`src/rtl/mhpq_pkg.sv`:
```
package mhpq_pkg;

    // heap geometry
    localparam int CAPACITY = 1024;
    localparam int DATA_W   = 32;
    localparam int ADDR_W   = $clog2(CAPACITY);
    localparam int CNT_W    = $clog2(CAPACITY + 1);
    localparam int IDX_W    = ADDR_W + 2;    // holds 2*pos+2
    localparam int ENTRY_W  = 11;
    localparam int STAT_W   = 2;

    typedef logic signed [DATA_W-1:0] data_t;
    typedef logic [ADDR_W-1:0]        addr_t;
    typedef logic [CNT_W-1:0]         cnt_t;
    typedef logic [IDX_W-1:0]         idx_t;
    typedef logic [ENTRY_W-1:0]       entry_t;
    typedef logic [STAT_W-1:0]        stat_code_t;

    // command field
    localparam logic CMD_INSERT = 1'b0;
    localparam logic CMD_POP    = 1'b1;

    // status codes
    localparam stat_code_t ST_OK    = 2'd0;
    localparam stat_code_t ST_EMPTY = 2'd1;
    localparam stat_code_t ST_FULL  = 2'd2;

    localparam data_t EMPTY_POP_VAL = -1;

    typedef struct packed {
        logic  cmd;
        data_t value;
    } in_word_t;

    typedef struct packed {
        data_t      popped_value;
        data_t      top_value;
        entry_t     entry_count;
        stat_code_t status;
    } out_word_t;

    // datapath operations
    localparam int OP_W = 4;
    typedef logic [OP_W-1:0] op_t;
    localparam op_t OP_NONE     = 4'd0;
    localparam op_t OP_LOAD     = 4'd1;
    localparam op_t OP_INS      = 4'd2;
    localparam op_t OP_SWIM     = 4'd3;
    localparam op_t OP_SWIM_CMP = 4'd4;
    localparam op_t OP_POP      = 4'd5;
    localparam op_t OP_POP_LAST = 4'd6;
    localparam op_t OP_SNK_L    = 4'd7;
    localparam op_t OP_SNK_R    = 4'd8;
    localparam op_t OP_SNK_CMP  = 4'd9;
    localparam op_t OP_EMIT     = 4'd10;

    typedef struct packed {
        op_t op;
    } dp_cmd_t;

    typedef struct packed {
        logic full;       // count == CAPACITY
        logic empty;      // count == 0
        logic last_one;   // count == 1
        logic pos_zero;   // hole at root
        logic swim_up;    // held value beats parent
        logic lc_in;      // left child inside heap
        logic sink_move;  // a child beats the held value
        logic out_free;   // output register can take a word
    } dp_stat_t;

endpackage

```
`src/rtl/mhpq_ctrl.sv`:
```
module mhpq_ctrl (
    input  logic               clk,
    input  logic               rst_n,
    input  logic               in_valid,
    input  logic               in_cmd,
    output logic               in_ready,
    output mhpq_pkg::dp_cmd_t  cmd,
    input  mhpq_pkg::dp_stat_t stat
);

    localparam logic [3:0] S_IDLE     = 4'd0;
    localparam logic [3:0] S_INS      = 4'd1;
    localparam logic [3:0] S_SWIM     = 4'd2;
    localparam logic [3:0] S_SWIM_CMP = 4'd3;
    localparam logic [3:0] S_POP      = 4'd4;
    localparam logic [3:0] S_POP_LAST = 4'd5;
    localparam logic [3:0] S_SNK_L    = 4'd6;
    localparam logic [3:0] S_SNK_R    = 4'd7;
    localparam logic [3:0] S_SNK_CMP  = 4'd8;
    localparam logic [3:0] S_EMIT     = 4'd9;

    logic [3:0] state_reg, state_next;

    always_comb
    begin
        state_next = state_reg;
        cmd.op     = mhpq_pkg::OP_NONE;
        in_ready   = 1'b0;
        case (state_reg)
            S_IDLE:
            begin
                in_ready = 1'b1;
                if (in_valid)
                begin
                    cmd.op     = mhpq_pkg::OP_LOAD;
                    state_next = (in_cmd == mhpq_pkg::CMD_POP) ? S_POP : S_INS;
                end
            end
            S_INS:
            begin
                cmd.op     = mhpq_pkg::OP_INS;
                state_next = stat.full ? S_EMIT : S_SWIM;
            end
            S_SWIM:
            begin
                cmd.op     = mhpq_pkg::OP_SWIM;
                state_next = stat.pos_zero ? S_EMIT : S_SWIM_CMP;
            end
            S_SWIM_CMP:
            begin
                cmd.op     = mhpq_pkg::OP_SWIM_CMP;
                state_next = stat.swim_up ? S_SWIM : S_EMIT;
            end
            S_POP:
            begin
                cmd.op     = mhpq_pkg::OP_POP;
                state_next = (stat.empty || stat.last_one) ? S_EMIT : S_POP_LAST;
            end
            S_POP_LAST:
            begin
                cmd.op     = mhpq_pkg::OP_POP_LAST;
                state_next = S_SNK_L;
            end
            S_SNK_L:
            begin
                cmd.op     = mhpq_pkg::OP_SNK_L;
                state_next = stat.lc_in ? S_SNK_R : S_EMIT;
            end
            S_SNK_R:
            begin
                cmd.op     = mhpq_pkg::OP_SNK_R;
                state_next = S_SNK_CMP;
            end
            S_SNK_CMP:
            begin
                cmd.op     = mhpq_pkg::OP_SNK_CMP;
                state_next = stat.sink_move ? S_SNK_L : S_EMIT;
            end
            S_EMIT:
            begin
                if (stat.out_free)
                begin
                    cmd.op     = mhpq_pkg::OP_EMIT;
                    state_next = S_IDLE;
                end
            end
            default:
            begin
                state_next = S_IDLE;
            end
        endcase
    end

    always_ff @(posedge clk or negedge rst_n)
    begin
        if (!rst_n)
        begin
            state_reg <= S_IDLE;
        end
        else
        begin
            state_reg <= state_next;
        end
    end

endmodule

```
`config.mk`:
```
export PLATFORM = sky130hd
export DESIGN_NAME = mhpq_ctrl
export DESIGN_NICKNAME = d
export VERILOG_FILES = /design/src/rtl/mhpq_pkg.sv /design/src/rtl/mhpq_ctrl.sv
export SDC_FILE = /design/constraint.sdc
export NUM_CORES = 1
export LEC_CHECK = 0
export CORE_MARGIN = 2
export CORE_UTILIZATION = 29
export CTS_BUF_LIST = sky130_fd_sc_hd__clkbuf_16
export DETAILED_ROUTE_END_ITERATION = 12
export DONT_BUFFER_PORTS = 1
export PLACE_DENSITY = 0.56
export SLEW_MARGIN = 0
export SYNTH_ARGS = -nofsm -noshare
export SYNTH_HDL_FRONTEND = slang
export SYNTH_SLANG_ARGS = --single-unit
```
`constraint.sdc`:
```
create_clock -name clk -period 1.3 [get_ports clk]
set_input_delay 0.065 -clock clk [delete_from_list [all_inputs] [get_ports clk]]
set_output_delay 0.065 -clock clk [all_outputs]
set_load 0.01 [all_outputs]
```
==> results_dict.tcl <==
set metrics [dict create \
    grt.overflow.total 0 \
    crit_fanout 6 \
    synth.distinct_cells 30 \
    r2r_cells 4 \
    place_congestion 0.785 \
    die_y_um 42.6 \
    drcViolationCount 0 \
    p_switching_uw 754 \
    critPathRequiredTime_ns 1.44 \
    synthTopCellsByCount "nor2_1, nand2_1, dfrtp_1" \
    max_freq_mhz 717 \
    cts_root_buffer "clkbuf_16" \
    wl_per_cell_um 14.7 \
    cts_buffer_depth 2 \
    cpPeakStageDelay_ns 0.42 \
    seqPwrFrac 0.134 \
    diodes 0 \
    antenna_found_initial 0 \
    numCtsBuffers 3 \
    yosysMostFrequentCell "nor2_1" \
    synth_warnings 0 \
    powerDensity_nw_per_um2 2650 \
    whs_path_depth 2 \
    yosysTopAreaCellShare 0.231 \
    comb_power_share 0.633 \
    finClkSkew_ns 0.00180 \
    htree_levels 1 \
    synth-compound-area-share 0.324 \
    slowest_stage "dfrtp_2" \
    setup-violations-final 8 \
    yosysSeqAreaShare 0.231 \
    yosys.area_share.simple 0.301 \
    die_area_um2 1820 \
    p_leak_uw 0.000309 \
    hold_violations 0 \
    areaGrowthSynthToFinish_pct 75.4 \
    cts.reportedPaths.clkPinSlew_ns 0.03 \
    grt_pass1_wl_mm 1.98 \
    clkSinkCount 4 \
    arrival_ns 1.53 \
    vias_per_cell 5.42 \
    nNetsFinal 88 \
    period_needed_ns 1.39 \
    r2r-start "state_reg[1]" \
    final_util 0.563 \
    vdd_drop_max_v 0.00147 \
    wl_mm 1.30 \
    ys_top_cells_by_area "dfrtp_1, nor2_1, a2111oi_4" \
    rows 13 \
    yosys.area.top_type "dfrtp_1" \
    pre_cts_slack_ns -0.0734 \
    synthFlopType "dfrtp_1" \
    fin_ws_ns -0.0944 \
    synthAdderAreaFrac 0 \
    synth.area.mux_share 0.0491 \
    dpl-instance-area_um2 524 \
    grt_max_degree 9 \
    min_path_type "input port to flop" \
    finalCritPeriodShare 1.07 \
    synth_area_um2 433 \
    start_util 0.321 \
    worstMarginPinSlew_ns 0.295 \
    ys_ff_latch 4 \
    grt_usage 0.140 \
    dp_hpwl_um 928 \
    synth_xor_area_frac 0.0202 \
    synth-edff-count 0 \
    design_area_um2 759 \
    synth.avg_cell_area_um2 7.87 \
    r2r_slack_ns -0.09 \
    synthCells 55 \
    status "finished with violations" \
    netSwitchingFraction 0.375 \
    finalMaxSlewViolations 0 \
    firstDrtPassIters 2 \
    violations "setup timing" \
    startpoint_type "flop" \
    postRouteAntennaNets 0 \
    end_kind "flop" \
    core_um2 1350 \
    layout-drive-gt1-share 0.581 \
    rr_endpoint "state_reg[0]" \
    hp-start "stat[4]" \
    rsz0062_at_grt "yes" \
    worstHoldEndpoint "state_reg[3]" \
    pwr-share-clk 0.233 \
    syn_nets 67 \
    drtIter0Drc 6 \
    worst_hold_slack_ns 0.0925 \
    synthArstFlopShare 1.00 \
    largest_reg_flops 4 \
    synth_top_family_by_area "compound AO/OA/AOI/OAI gates" \
    max_cap_viol_count 0 \
    portBuffers 0 \
    ioPinCount 17 \
    grt_pass1_vias 473 \
    worstSkewPairLatency_ns 0.22 \
    die_w_um 42.6 \
    cts_tree "done" \
    fin_tns_setup_ns -0.377 \
    internal_power_uw 1250 \
    worstSetupPathType "flop to flop" \
    slew-limit-headroom 0.803 \
    crit_chain "or2b_1 > a2111oi_4 > a211oi_1 > o21ai_1" \
    vias 482 \
]
## worst max-delay path by stage
stage	start	end	cells past startpoint	slack, ns
3_5_place_dp	state_reg[1]	state_reg[0]	4	-0.07
2_1_floorplan	state_reg[1]	state_reg[2]	4	0.02
4_1_cts	state_reg[2]	cmd[0]	5	-0.09
5_1_grt	state_reg[1]	state_reg[0]	4	-0.14
3_3_place_gp	state_reg[1]	state_reg[3]	4	-0.05
6_report	state_reg[1]	state_reg[0]	4	-0.09
## logic make-up after synthesis
kind of cell | count (synthesis)
muxes | 2
AOI/OAI and AO/OA | 17
buffers and inverters | 6
and+or+nand+nor | 25
xor gates and xnor gates | 1
DFF | 4
## placed cells by master, fill, tap and decap left out, types with 2 or more instances in the layout
master,Yosys,final
dfrtp_2,0,4
buf_4,0,14
buf_6,1,3
nor2b_1,3,2
nand2_1,5,5
a211oi_1,3,2
o31ai_2,0,2
nor2_2,0,2
a21oi_1,3,3
clkbuf_16,0,3
nor2_1,8,5
## per-layer routing
metal  share of wire  up-vias  global-route usage
li1                -      238                   -
met1            0.44      231               0.176
met2            0.50       13               0.248
met3           0.058        0              0.0302
met4               0        0              0.0188
met5               0        -                   0
## cell type report
type | instances | area [um2]
clock buffer | 3 | 75.1
fill | 126 | 591
inverter | 2 | 12.5
multi-input combinational | 45 | 374
sequential | 4 | 105
tap | 15 | 18.8
timing repair buffer | 20 | 174
## power by group through the flow
stage               registers (uW)  logic [uW]  clock network [uW]
floorplan                      208         629                   0
global placement               281         859                   0
detailed placement             282         870                   0
CTS                            264        1140                 471
global route                   276        1360                 483
finish                         268        1270                 469
## what timing repair did
| item | 4_1_cts | 5_1_grt |
|---|---|---|
| setup buffers | 6 | 0 |
| gates resized for setup | 16 | 12 |
| endpoints found under the setup margin | 8 | 8 |
| pin swaps | 4 | 3 |
| hold buffers | 1 | 0 |
| hold endpoints to repair | 4 | 0 |
## metrics by stage
stage	power, uW	std cells
after floorplan	837	55
after global placement	1140	79
after detailed placement	1150	79
after CTS	1870	89
after global routing	2120	89
final	2010	89
## worst max-delay path, delay by kind of cell (launching register included)
| family | cells | cell delay, ns |
|---|---|---|
| AO/OA/AOI/OAI | 3 | 0.62 |
| flip-flops | 1 | 0.42 |
| AND/OR/NAND/NOR | 1 | 0.28 |
(Power assumes the default switching activity.)
